===== config.mk =====
export PLATFORM = sky130hd
export DESIGN_NAME = dq_ctrl
export DESIGN_NICKNAME = d
export VERILOG_FILES = /design/src/rtl/dq_pkg.sv /design/src/rtl/dq_ctrl.sv
export SDC_FILE = /design/constraint.sdc
export NUM_CORES = 1
export LEC_CHECK = 0
export ABC_AREA = 1
export ABC_CLOCK_PERIOD_IN_PS = 4200
export CAP_MARGIN = 20
export CORE_UTILIZATION = 34
export DETAILED_ROUTE_END_ITERATION = 10
export DONT_BUFFER_PORTS = 1
export PLACE_DENSITY_LB_ADDON = 0.12
export SYNTH_ARGS = -nofsm -noshare
export SYNTH_HDL_FRONTEND = slang
export SYNTH_SLANG_ARGS = --single-unit

===== constraint.sdc =====
create_clock -name clk_i -period 4.2 [get_ports clk_i]
set_input_delay 0.42 -clock clk_i [delete_from_list [all_inputs] [get_ports clk_i]]
set_output_delay 0.42 -clock clk_i [all_outputs]
set_load 0.005 [all_outputs]

===== src/rtl/dq_pkg.sv =====
// Package for the double-ended queue: opcodes, status codes, response type.
// No dependencies.
`default_nettype none

package dq_pkg;

  localparam int OpW   = 4;
  localparam int DataW = 32;
  localparam int PosW  = 8;

  typedef enum logic [OpW-1:0] {
    OP_PUSH_FRONT = 4'd0,
    OP_PUSH_BACK  = 4'd1,
    OP_POP_FRONT  = 4'd2,
    OP_POP_BACK   = 4'd3,
    OP_READ_AT    = 4'd4,
    OP_WRITE_AT   = 4'd5,
    OP_READ_FRONT = 4'd6,
    OP_READ_BACK  = 4'd7,
    OP_WRITE_FRONT = 4'd8,
    OP_WRITE_BACK = 4'd9
  } opcode_e;

  typedef enum logic [1:0] {
    ST_OK    = 2'd0,
    ST_EMPTY = 2'd1,
    ST_FULL  = 2'd2,
    ST_RANGE = 2'd3
  } status_e;

  typedef struct packed {
    status_e status;
    logic    rd;
  } resp_t;

endpackage

`default_nettype wire


===== src/rtl/dq_ctrl.sv =====
// Queue control: front pointer, occupancy, request decode and ring address.
// Depends on dq_pkg.
`default_nettype none

module dq_ctrl #(
  parameter int DEPTH = 256,
  localparam int AW = (DEPTH > 1) ? $clog2(DEPTH) : 1,
  localparam int CntW = $clog2(DEPTH + 1)
) (
  input  wire logic                      clk_i,
  input  wire logic                      rst_ni,
  input  wire logic                      accept_i,
  input  wire logic [dq_pkg::OpW-1:0]    opcode_i,
  input  wire logic [dq_pkg::PosW-1:0]   position_i,
  output logic                           mem_en_o,
  output logic                           mem_we_o,
  output logic      [AW-1:0]             mem_addr_o,
  output dq_pkg::resp_t                  resp_o,
  output logic      [CntW-1:0]           count_o
);

  localparam int CmpW = (CntW > dq_pkg::PosW) ? CntW : dq_pkg::PosW;
  localparam logic [AW:0]     DepthA = (AW + 1)'(DEPTH);
  localparam logic [CntW-1:0] DepthC = CntW'(DEPTH);
  localparam logic [AW-1:0]   LastA  = AW'(DEPTH - 1);

  logic [AW-1:0]   front_q, front_d, front_dec, offset, slot;
  logic [CntW-1:0] count_q, count_d, count_m1;
  logic [AW:0]     sum;
  logic [CmpW-1:0] pos_ext, count_ext;
  logic            full, empty, in_range;
  logic            wr, rd;
  dq_pkg::status_e status;
  dq_pkg::opcode_e op;

  assign op        = dq_pkg::opcode_e'(opcode_i);
  assign pos_ext   = CmpW'(position_i);
  assign count_ext = CmpW'(count_q);
  assign full      = (count_q == DepthC);
  assign empty     = (count_q == '0);
  assign in_range  = (pos_ext < count_ext);
  assign count_m1  = count_q - 1'b1;
  assign front_dec = (front_q == '0) ? LastA : front_q - 1'b1;

  // offset from the front, wrapped into the ring
  always_comb begin
    case (op)
      dq_pkg::OP_PUSH_BACK:                       offset = count_q[AW-1:0];
      dq_pkg::OP_READ_AT, dq_pkg::OP_WRITE_AT:    offset = pos_ext[AW-1:0];
      dq_pkg::OP_POP_FRONT:                       offset = AW'(1);
      dq_pkg::OP_READ_BACK, dq_pkg::OP_WRITE_BACK: offset = count_m1[AW-1:0];
      default:                                    offset = '0;
    endcase
  end

  assign sum  = {1'b0, front_q} + {1'b0, offset};
  assign slot = (sum >= DepthA) ? AW'(sum - DepthA) : sum[AW-1:0];

  always_comb begin
    status     = dq_pkg::ST_OK;
    wr         = 1'b0;
    rd         = 1'b0;
    mem_addr_o = slot;
    front_d    = front_q;
    count_d    = count_q;
    case (op)
      dq_pkg::OP_PUSH_FRONT: begin
        if (full) begin
          status = dq_pkg::ST_FULL;
        end else begin
          wr         = 1'b1;
          mem_addr_o = front_dec;
          front_d    = front_dec;
          count_d    = count_q + 1'b1;
        end
      end
      dq_pkg::OP_PUSH_BACK: begin
        if (full) begin
          status = dq_pkg::ST_FULL;
        end else begin
          wr      = 1'b1;
          count_d = count_q + 1'b1;
        end
      end
      dq_pkg::OP_POP_FRONT: begin
        if (empty) begin
          status = dq_pkg::ST_EMPTY;
        end else begin
          front_d = slot;
          count_d = count_m1;
        end
      end
      dq_pkg::OP_POP_BACK: begin
        if (empty) begin
          status = dq_pkg::ST_EMPTY;
        end else begin
          count_d = count_m1;
        end
      end
      dq_pkg::OP_READ_AT, dq_pkg::OP_WRITE_AT: begin
        if (!in_range) begin
          status = dq_pkg::ST_RANGE;
        end else if (op == dq_pkg::OP_READ_AT) begin
          rd = 1'b1;
        end else begin
          wr = 1'b1;
        end
      end
      dq_pkg::OP_READ_FRONT, dq_pkg::OP_WRITE_FRONT: begin
        mem_addr_o = front_q;
        if (empty) begin
          status = dq_pkg::ST_EMPTY;
        end else if (op == dq_pkg::OP_READ_FRONT) begin
          rd = 1'b1;
        end else begin
          wr = 1'b1;
        end
      end
      dq_pkg::OP_READ_BACK, dq_pkg::OP_WRITE_BACK: begin
        if (empty) begin
          status = dq_pkg::ST_EMPTY;
        end else if (op == dq_pkg::OP_READ_BACK) begin
          rd = 1'b1;
        end else begin
          wr = 1'b1;
        end
      end
      default: begin
      end
    endcase
  end

  assign mem_en_o = accept_i && (wr || rd);
  assign mem_we_o = wr;
  assign resp_o   = '{status: status, rd: rd};
  assign count_o  = count_q;

  always_ff @(posedge clk_i or negedge rst_ni) begin
    if (!rst_ni) begin
      front_q <= '0;
      count_q <= '0;
    end else if (accept_i) begin
      front_q <= front_d;
      count_q <= count_d;
    end
  end

endmodule

`default_nettype wire


==> results of run 1 <==
power groups by stage:
| stage | clock [mW] | sequential, mW | combinational [mW] |
|---|---|---|---|
| CTS | 0.144 | 0.367 | 0.879 |
| global route | 0.150 | 0.385 | 1.02 |
| floorplan | 0 | 0.307 | 0.727 |
| detailed placement | 0 | 0.370 | 0.868 |
| global placement | 0 | 0.370 | 0.878 |
| finish | 0.138 | 0.367 | 0.885 |
final cells by class:
class | count | area [sq um]
clock buffer | 3 | 41.3
clock inverter | 1 | 5.00
fill | 741 | 4280
inverter | 53 | 203
multi-input combinational | 292 | 1690
sequential | 17 | 425
tap | 80 | 100
timing repair buffer | 1 | 10.0
repair_timing:
item,in CTS,in global routing
hold buffers,1,0
endpoints found under the hold margin,17,0
setup endpoints to repair,0,0
buffers inserted,0,0
metal layers:
metal	GRT usage (%)	part of all wire, %	vias up
li1	-	-	1224
met4	4.70	2.2	0
met5	0	0	-
met1	26.1	46	1120
met3	3.40	4.3	14
met2	34.0	47	58
cells by family (layout without fill, tap and decap cells):
logic type | Yosys count | count (layout) | share of synthesized area [%]
xor gates and xnor gates | 13 | 13 | 4.80
AOI/OAI and AO/OA | 84 | 84 | 21.7
DFF | 17 | 17 | 18.0
adders and majority gates | 19 | 19 | 10.3
buffers and inverters | 60 | 58 | 10.6
and+or+nand+nor | 176 | 176 | 34.6
worst reg2reg max path, delay by kind of cell (launching register included):
family	cells	cell delay, ns
simple gates	6	0.67
fa+ha+maj	2	0.57
compound gates	4	0.55
flops	1	0.48
buf+inv	2	0.24
xor+xnor	1	0.23
metrics by stage:
step / util [%] / hold slack, ns / std cells
after global placement: 35.8 / 0.125 / 442
after CTS: 36.7 / 0.404 / 447
final: 36.7 / 0.405 / 447
after floorplan: - / 0.124 / 369
after global routing: 36.7 / 0.422 / 447
after detailed placement: 35.8 / 0.125 / 442
sequential cells by signal, indices dropped and copies added, names as in the netlist:
register  cells
count_o       9
front_q       8
final timing paths:
| check | start | endpoint | slack [ns] | cells past startpoint |
|---|---|---|---|---|
| max in group asynchronous | rst_ni | front_q[3] | 2.93 | 1 |
| setup reg to reg | count_o[0] | front_q[7] | 1.38 | 15 |
| setup / recovery | count_o[0] | mem_addr_o[5] | 0.76 | 12 |
| hold reg to reg | count_o[8] | count_o[8] | 0.61 | 1 |
| hold / removal | opcode_i[0] | front_q[6] | 0.40 | 3 |
| min in group asynchronous | rst_ni | front_q[1] | 0.72 | 1 |
synthesized netlist by cell type, drive strengths merged:
cell type,number
nor3b,1
dfrtp,17
a22oi,1
nand3b,1
or2,1
clkinv,1
nand3,35
inv,52
ha,18
a221oi,1
nor2,45
o22ai,2
o221ai,6
o21bai,1
xor2,11
nor3,3
nand4,1
buf,6
fa,1
o211ai,9
o21ai,42
nand2,89
clkbuf,1
xnor2,2
a2bb2oi,1
a21oi,21
==> impl_results.md, run 1 <==
- Vias in the first global route: 2,293
- Int Pwr: 612 uW
- Largest net degree at the start of global routing: 18
- GRT Util Overall: 19.9%
- Share of layout cells above drive strength 1: 10.4%
- Most used cell, CP: ha_1
- Most common cell after layout, fill and taps aside: nand2_1
- Register bit total from synthesis: 17
- Synthesized cell area: 0.00237 sq mm
- Tot Pwr: 1.39 mW
- Largest cells by area after synthesis: dfrtp_1 18%, nand2_1 14%, ha_1 9.5%, nand3_1 6.5%, inv_1 6.5%
- PnR worst setup slack: 0.764 ns
- Slew Limit Fails: 0
- Resize count post-CTS: 0
- Worst vdd ir: 0.000216 V
- Yosys top cell by area: dfrtp_1
- I/O pin cnt: 37
- Setup TNS: 0 ns
- CTS tree: yes
- Clock Sinks: 17
- Switch share: 55.9%
- Hold WC Path Type: input pin to flop
- Slew @ Worst Pin: 0.892 ns
- Initial drt markers: 130
- Final hold viol count: 0
- F_max: 291 MHz
- Via density: 5.40
- Cts bufs inserted: 3
- DR vias: 2,416
- Library cells used by synthesis: 41
- Nets: 402
- Cell Rows: 30
- Net Count, Synth: 403
- Die ar.: 0.00731 sq mm
- Pwr/cell area: 561 mW/mm^2
- Fin area: 0.00248 sq mm
- Crit Path Max Fanout: 7
- Critical path startpoint category: flop
- Drt total wl: 7.11 mm
- Syn_area_per_cell: 6.42 sq um
- Psw: 778 uW
- Comb power frac: 63.7%
- First-pass GRT wire length: 11.5 mm
- Period utilisation layout: 81.8%
- DRC Markers: 0
- Placement Setup Slack: 0.899 ns
- I/O Buffers: 0
- Worst path required time: 3.78 ns
- Count of final setup violators: 0
- Max-cap violations: 0
- Die Width: 85.5 um
- Delay of the slowest critical-path stage: 0.50 ns
- Crit-path cells: inv_1 > ha_1 > nand3_2 > xor2_1 > o221ai_1 > ha_1 > a21oi_1 > o211ai_1 > or2_2 > nand2_1 > o21ai_0 > nand3_1
- Setup Crit Path Kind: flop to primary output
- Root buf cell: clkbuf_8
- Sequential Power Share: 26.4%
- DP HPWL: 5.66 mm
- Initial Util: 35.1%
- Cells after Synth: 369
- CTS Buffer Depth: 2
- Worst Skew: 0.00767 ns
- WP buf/inv: 1
- Commonest non-fill, non-tap cells in the layout: 86 x nand2_1, 41 x inv_1, 37 x nor2_1, 31 x nand3_1, 27 x o21ai_0
- Clock transition at path regs: 0.09 ns
- Cell family with most CP delay: simple AND/OR/NAND/NOR gates
- Grt ovf: 0
- Synth top area share: 18.0%
- Syn. warnings: 0
- Outcome: complete, no violations
- Worst-Skew Late Latency: 0.26 ns
- Critical Path Sink Type: primary output
- Layout area overhead: 4.54%
- Crit-path slowest cell: dfrtp_1
- Routed wire per std cell: 15.9 um
- Die height: 85.5 um
- Minimum clock period after layout: 3.44 ns
- Pre-antenna DRT Iters: 5
- Initial antenna violation count: 0
- ANT cells: 0
- Static Leakage: 1.22 nW
- Clk pwr share: 9.9%
- Seq/Total Area, Yosys: 18.0%
- RSZ-0062 raised after global routing: false
- Std-Cell Core Area: 0.00676 sq mm
- Placed cell area: 0.00242 sq mm
- H-tree lvl count: 1
- RD Place Congestion: 0.836
- Post-route ant nets: 0
- Crit path arrival time: 3.02 ns
- Worst slew margin: 40.3%
Note: power is estimated with default switching activity, not from simulation.
==> inputs of run 2 (changes only) <==
--- a/config.mk
+++ b/config.mk
@@ -5,8 +5,8 @@
 export SDC_FILE = /design/constraint.sdc
 export NUM_CORES = 1
 export LEC_CHECK = 0
-export ABC_AREA = 1
-export ABC_CLOCK_PERIOD_IN_PS = 4200
+export ABC_AREA = 0
+export ABC_CLOCK_PERIOD_IN_PS = 2900
 export CAP_MARGIN = 20
 export CORE_UTILIZATION = 34
 export DETAILED_ROUTE_END_ITERATION = 10
==> constraint.sdc (replaced) <==
create_clock -name clk_i -period 2.9 [get_ports clk_i]
set_input_delay 0.29 -clock clk_i [delete_from_list [all_inputs] [get_ports clk_i]]
set_output_delay 0.29 -clock clk_i [all_outputs]
set_load 0.005 [all_outputs]
==> run 2 against run 1 <==
  * The flow now finishes with violations (setup timing)
  * Sequential share of layout area shrank 2.9 points
  * Die area shrank 4.6%
  * Clock power grew 41%
  * Clock skew shrank 0.0057 ns
  * Combinational power grew 110%
  * Non-clock buffer count grew 55
  * Setup slack lost 1.2 ns
  * Global-route usage grew 2.4 points
  * Sequential cell count is the same
  * Clock-buffer cell count is the same
  * Critical path type unchanged
  * Highest routed layer unchanged
==> impl_results.md, run 2 <==
- Outcome: complete, but fails checks
- Failing checks: setup timing
- Initial Util: 35.3% (+0.27 points)
- Die ar.: 0.00697 sq mm (-4.6%)
- Cell family with most CP delay: simple AND/OR/NAND/NOR gates
- Worst-Skew Late Latency: 0.26 ns (about the same)
- Std-Cell Core Area: 0.00639 sq mm (-5.5%)
- Initial antenna violation count: 0 (unchanged)
- Crit-path cells: inv_4 > ha_4 > or3b_4 > o311ai_4 > ha_1 > and3_4 > a221oi_4 > a21oi_2 > and3_4 > or2_1 > o211ai_1
- First-pass GRT wire length: 12.5 mm (+8.8%)
- Pre-antenna DRT Iters: 4 (-1)
- Crit-path slowest cell: dfrtp_2
- CTS Buffer Depth: 2 (unchanged)
- Hold WC Path Type: input pin to flop
- Clock transition at path regs: 0.08 ns (about the same)
- Delay of the slowest critical-path stage: 0.43 ns (-0.07 ns)
- ANT cells: 0 (unchanged)
- Critical Path Sink Type: primary output
- Number of flip-flops in the largest register: 9 (unchanged)
- Synth top area share: 18.8% (+0.90 points)
- Die Width: 83.5 um (-2.3%)
- Worst vdd ir: 0.000487 V (+130%)
- Routed wire per std cell: 17.2 um (+7.9%)
- Via density: 5.57 (+3.0%)
- Crit Path Max Fanout: 3 (-4)
- Min-Delay Startpoint: opcode_i[1]
- Drt total wl: 7.43 mm (+4.5%)
- Crit path arrival time: 3.07 ns (+0.05 ns)
- WP buf/inv: 1 (unchanged)
- Slew Limit Fails: 0 (unchanged)
- Die height: 83.5 um (-2.3%)
- Share of layout cells above drive strength 1: 26.1% (+16 points)
- F_max: 297 MHz
- H-tree lvl count: 1 (unchanged)
- Post-route ant nets: 0 (unchanged)
- Commonest non-fill, non-tap cells in the layout: 49 x buf_4, 32 x nand2_1, 28 x nor2_1, 21 x a21oi_1, 19 x o21ai_0
- PnR worst setup slack: -0.463 ns (-1.23 ns)
- Clock Sinks: 17 (unchanged)
- Syn_area_per_cell: 7.28 sq um (+13%)
- Most common cell after layout, fill and taps aside: buf_4
- # fillers: 638 (-14%)
- Largest cells by area after synthesis: dfrtp_1 19%, ha_1 10%, o21ai_0 5.5%, nand2_1 5.5%, a21oi_1 5.1%
- Most frequent cell after synthesis: nand2_1
- Critical path startpoint category: flop
- Grt ovf: 0 (unchanged)
- Post-synth top flop: dfrtp_1
- Seq/Total Area, Yosys: 18.8% (+0.90 points)
- Fin area: 0.00298 sq mm (+20%)
- Pwr/cell area: 883 mW/mm^2 (+57%)
- RD Place Congestion: 0.789 (-5.6%)
- RSZ-0062 raised after global routing: true
- Cts bufs inserted: 3 (unchanged)
- Syn. warnings: 0 (unchanged)
- Library cells used by synthesis: 57 (+39%)
- Setup Crit Path Kind: flop to primary output
- Most used cell, CP: and3_4
- Synthesized cell area: 0.00226 sq mm (-4.8%)
- Count of final setup violators: 7 (+7)
- Worst slew margin: 35.3% (-5.0 points)
- Layout area overhead: 32.1%
- Max-cap violations: 0 (unchanged)
- Cell Rows: 29 (-3.3%)
- Final Util: 46.7% (+10 points)
- I/O pin cnt: 37 (unchanged)
- Area of the multi-input gates: 0.00189 sq mm (+11%)
- Nets: 391 (-2.7%)
- Worst path required time: 2.61 ns (-1.17 ns)
- CTS tree: yes
- Start of the worst register-to-register path: count_o[0]
- Slew @ Worst Pin: 0.967 ns (+0.0754 ns)
- Initial drt markers: 142 (+9.2%)
- DP HPWL: 5.66 mm (about the same)
- Register bit total from synthesis: 17 (unchanged)
- Period utilisation layout: 116%
- Vias in the first global route: 2,431 (+6.0%)
- Crit path from: count_o[0]
- Cells after Synth: 310 (-16%)
- Yosys top cell by area: dfrtp_1
- GRT Util Overall: 22.3% (+2.4 points)
- Placement Setup Slack: -0.322 ns (-1.22 ns)
- Worst Skew: 0.00195 ns (-0.00572 ns)
- DR vias: 2,410 (-0.25%)
- Static Leakage: 1.33 nW (+8.6%)
- Final hold viol count: 0 (unchanged)
- Placed cell area: 0.00268 sq mm (+10%)
- Net Count, Synth: 344 (-15%)
- Minimum clock period after layout: 3.36 ns
- DRC Markers: 0 (unchanged)
- Register area: 427 sq um (+0.29%)
- Root buf cell: clkbuf_8
- I/O Buffers: 0 (unchanged)
- Largest net degree at the start of global routing: 22 (+4)
- FFs w/ async S/R, synth: 100% (unchanged)
- Post-synth EDFFs: 0 (unchanged)
- Synth cell count leaders: 33 x nand2_1, 29 x nor2_1, 25 x o21ai_0, 23 x a21oi_1, 21 x inv_1
[run 2: cell count changes in the layout (fill, tap and decap cells not counted), moves of 9 or more]
cell	change
nand3_1	-19
inv_1	-23
nor2_1	-9
buf_4	+49
nand2_1	-54
xor2_1	-9
[run 2: kinds of logic (layout without fill, tap and decap cells)]
kind of cell,count (synthesis),after routing,synth area share [%]
AO/OA/AOI/OAI,95,95,27.2
AND/OR/NAND/NOR,121,121,26.6
XOR/XNOR,15,15,5.82
multiplexers,8,8,4.21
buffers and inverters,35,81,6.43
adder cells (fa/ha/maj),19,19,10.9
flip-flops,17,17,18.8
[run 2: cell type report]
type                       count  share of cell area [%]
clock inverter                 1                   0.168
inverter                      21                    2.73
multi-input combinational    258                    63.2
sequential                    17                    14.3
timing repair buffer          56                    14.9
tap                           77                    3.23
clock buffer                   3                    1.38
[run 2: worst reg2reg max path: stages, from the launching register on]
cell and delay, ns:
dfrtp_2 0.43, inv_4 0.08, buf_6 0.09, nand2_4 0.04
mux4_2 0.46, o22ai_2 0.14, ha_2 0.21, inv_2 0.04
fa_2 0.36, nor2b_1 0.12, o21a_1 0.16, o21a_1 0.19
nor2_2 0.07, mux2_4 0.27, mux2_2 0.26
[run 2: where the power goes]
part	switching (mW)	total [mW]	leakage (nW)	internal (mW)
logic	0.940	1.90	1.11	0.962
clock network	0.0992	0.195	0.0255	0.0958
registers	0.189	0.536	0.190	0.347
[run 2: worst paths after layout]
kind	slack (ns)	cells past startpoint	to
worst max-delay path	-0.46	11	mem_addr_o[7]
max in group asynchronous	1.62	1	count_o[0]
min in group asynchronous	0.63	1	count_o[7]
worst min-delay path	0.19	2	front_q[7]
worst min register to register	0.67	2	count_o[0]
worst max register to register	-0.12	14	front_q[4]
[run 2: per-stage QoR]
step	cells	hold WS (ns)	TNS (ns)	power [mW]
3_5_place_dp	420	-0.00510	-1.26	2.12
5_1_grt	433	0.203	-3.28	2.89
6_report	433	0.188	-1.95	2.63
3_3_place_gp	420	-0.00511	-1.11	2.12
2_1_floorplan	310	-0.00559	-0.157	1.53
4_1_cts	433	0.192	-2.08	2.54
[run 2: per-layer routing]
| metal | share of wire, % | vias to the layer above | wire [um] | GRT usage, % |
|---|---|---|---|---|
| met3 | 4.1 | 9 | 303 | 4.25 |
| li1 | - | 1223 | - | - |
| met5 | 0 | - | 0 | 0 |
| met1 | 47 | 1139 | 3520 | 29.1 |
| met4 | 1.0 | 0 | 75 | 5.24 |
| met2 | 48 | 39 | 3540 | 38.2 |
[run 2: repair_timing]
item                                    in CTS  in global routing
pin swaps                                   15                 22
endpoints found under the setup margin      11                 14
buffers inserted                             9                  5
hold endpoints to repair                    17                  0
hold buffers                                 1                  0
gates resized for setup                     28                 16
==> inputs of run 3 (changes only) <==
--- a/config.mk
+++ b/config.mk
@@ -11,7 +11,6 @@
 export CORE_UTILIZATION = 34
 export DETAILED_ROUTE_END_ITERATION = 10
 export DONT_BUFFER_PORTS = 1
-export PLACE_DENSITY_LB_ADDON = 0.12
 export SYNTH_ARGS = -nofsm -noshare
 export SYNTH_HDL_FRONTEND = slang
 export SYNTH_SLANG_ARGS = --single-unit
==> run 3 against run 2 <==
  * The run still ends with setup timing left
  * Non-clock buffer count down 3
  * Clock skew up 0.0025 ns
  * Combinational power about the same
  * Sequential cell count unchanged
  * Sequential power up 5.4%
  * Global-route usage down 1.8 points
  * Power up 0.25%
  * Critical path type unchanged
  * Critical endpoint unchanged
==> impl_results.md, run 3 (synthesis results as in run 2) <==
- GRT Util Overall: 20.6% (-1.8 points)
- RSZ-0062 raised after global routing: true
- Worst-Skew Late Latency: 0.26 ns (about the same)
- Tot Pwr: 2.64 mW (+0.25%)
- Placed instance count: 418 (-0.48%)
- Initial drt markers: 128 (-9.9%)
- DRC Markers: 0 (unchanged)
- Drt total wl: 7.17 mm (-3.5%)
- Comb power frac: 71.0% (-1.2 points)
- Fin Hold WS: 0.201 ns (+0.0124 ns)
- Critical path startpoint category: flop
- Layout area overhead: 32.9%
- Area of the multi-input gates: 0.00193 sq mm (+2.6%)
- Int Pwr: 1.40 mW (-0.20%)
- PnR worst setup slack: -0.488 ns (-0.0256 ns)
- Outcome: complete, but fails checks
- Pwr/cell area: 880 mW/mm^2 (-0.33%)
- Std-Cell Core Area: 0.00639 sq mm (unchanged)
- Psw: 1.24 mW (+0.77%)
- Pre-antenna DRT Iters: 4 (unchanged)
- Min-Delay Path Depth: 2 (unchanged)
- CTS Buffer Depth: 2 (unchanged)
- Crit path arrival time: 3.10 ns (+0.03 ns)
- CTS tree: yes
- H-tree lvl count: 1 (unchanged)
- Largest net degree at the start of global routing: 22 (unchanged)
- Hold WC Path Type: input pin to flop
- Initial Util: 35.3% (unchanged)
- Clock Sinks: 17 (unchanged)
- DP HPWL: 5.35 mm (-5.4%)
- Register area: 427 sq um (unchanged)
- ANT cells: 0 (unchanged)
- Min-Delay Endpoint: front_q[7]
- Placed cell area: 0.00266 sq mm (-0.56%)
- Clk pwr share: 7.6% (+0.2 points)
- Worst vdd ir: 0.000563 V (+16%)
- Critical Path Sink Type: primary output
- Initial antenna violation count: 0 (unchanged)
- Start of the worst register-to-register path: count_o[0]
- Grt ovf: 0 (unchanged)
- Failing checks: setup timing
- Count of final setup violators: 7 (unchanged)
- DR vias: 2,442 (+1.3%)
- Slew @ Worst Pin: 0.917 ns (-0.0505 ns)
- Final cell count without fillers: 430 (-0.69%)
- Worst r2r dst: front_q[4]
- Max-cap violations: 0 (unchanged)
- Crit Path Max Fanout: 6 (+3)
- R2R setup slack: -0.08 ns (+0.04 ns)
- Final hold viol count: 0 (unchanged)
- Min-Delay Startpoint: opcode_i[1]
- Commonest non-fill, non-tap cells in the layout: 48 x buf_4, 31 x nand2_1, 27 x nor2_1, 21 x a21oi_1, 18 x o21ai_0
- Worst path required time: 2.61 ns (about the same)
- Cell Rows: 29 (unchanged)
- Setup TNS: -1.87 ns (+0.0800 ns)
- Clock transition at path regs: 0.08 ns (about the same)
- Number of flip-flops in the largest register: 9 (unchanged)
- Fin area: 0.00300 sq mm (+0.59%)
- Static Leakage: 1.30 nW (-1.8%)
- F_max: 295 MHz (-0.75%)
- RD Place Congestion: 0.906 (+15%)
- Most common cell after layout, fill and taps aside: buf_4
- Register-to-Register Path Depth: 13 (-1)
- Nets: 388 (-0.77%)
- Period utilisation layout: 117% (+0.88 points)
- Post-route ant nets: 0 (unchanged)
- Die Width: 83.5 um (unchanged)
- I/O Buffers: 0 (unchanged)
- Share of layout cells above drive strength 1: 27.8% (+1.6 points)
- Worst Skew: 0.00447 ns (+0.00252 ns)
- Worst slew margin: 38.7% (+3.4 points)
- Slew Limit Fails: 0 (unchanged)
- Minimum clock period after layout: 3.39 ns (+0.0256 ns)
- First-pass GRT wire length: 11.7 mm (-6.7%)
- Die height: 83.5 um (unchanged)
- Setup Crit Path Kind: flop to primary output
- Root buf cell: clkbuf_8
- Vias in the first global route: 2,434 (+0.12%)
- Die ar.: 0.00697 sq mm (unchanged)
- Switch share: 46.9% (+0.24 points)
- Routed wire per std cell: 16.7 um (-2.8%)
- Via density: 5.68 (+2.0%)
- I/O pin cnt: 37 (unchanged)
- Sequential Power Share: 21.4% (+1.0 points)
- Cts bufs inserted: 3 (unchanged)
- # fillers: 640 (+0.31%)
## run 3: power groups by stage
stage	Combinational, mW	Sequential [mW]	Clock, mW
3_3_place_gp	1.53	0.541	0
3_5_place_dp	1.55	0.539	0
2_1_floorplan	1.04	0.494	0
5_1_grt	2.07	0.583	0.216
4_1_cts	1.74	0.546	0.205
6_report	1.87	0.565	0.200
## run 3: worst max path at each step
stage | startpoint | endpoint
floorplan | count_o[1] | mem_addr_o[7]
global placement | opcode_i[2] | mem_addr_o[6]
detailed placement | opcode_i[2] | mem_addr_o[6]
CTS | count_o[0] | mem_addr_o[7]
global route | count_o[0] | mem_addr_o[5]
finish | count_o[0] | mem_addr_o[7]
## run 3: layout make-up
type / instances / share of cell area [%]
Tap cell: 77 / 3.21
Clock buffer: 4 / 1.50
Inverter: 21 / 2.71
Multi-Input combinational cell: 258 / 64.5
Timing Repair Buffer: 53 / 13.9
Sequential cell: 17 / 14.2
## run 3: what timing repair did
action	4_1_cts	5_1_grt
endpoints found under the hold margin	17	0
endpoints found under the setup margin	8	9
pin swaps	15	22
hold buffers	1	0
buffers inserted	6	2
gates resized for setup	24	24
## run 3: metal layers
layer | wire length, um | vias to the layer above | global-route usage [%]
met5 | 0 | - | 0
met4 | 87 | 0 | 5.70
li1 | - | 1223 | -
met1 | 3220 | 1157 | 26.3
met2 | 3540 | 52 | 35.4
met3 | 327 | 10 | 3.96
## run 3: critical path, stage by stage (launching register included)
cell and delay [ns]:
dfrtp_2 0.43, buf_6 0.14, or4_4 0.48, nor2_1 0.14
a221o_1 0.21, ha_4 0.24, and3_4 0.17, a221oi_4 0.32
a21oi_2 0.10, and3_4 0.15, or2_1 0.23, o211ai_1 0.21
## run 3: per-stage QoR
stage / utilization (%) / setup slack (ns)
2_1_floorplan: - / -0.157
3_3_place_gp: 41.7 / -0.338
3_5_place_dp: 41.7 / -0.284
4_1_cts: 45.2 / -0.474
5_1_grt: 47.0 / -0.618
6_report: 47.0 / -0.488
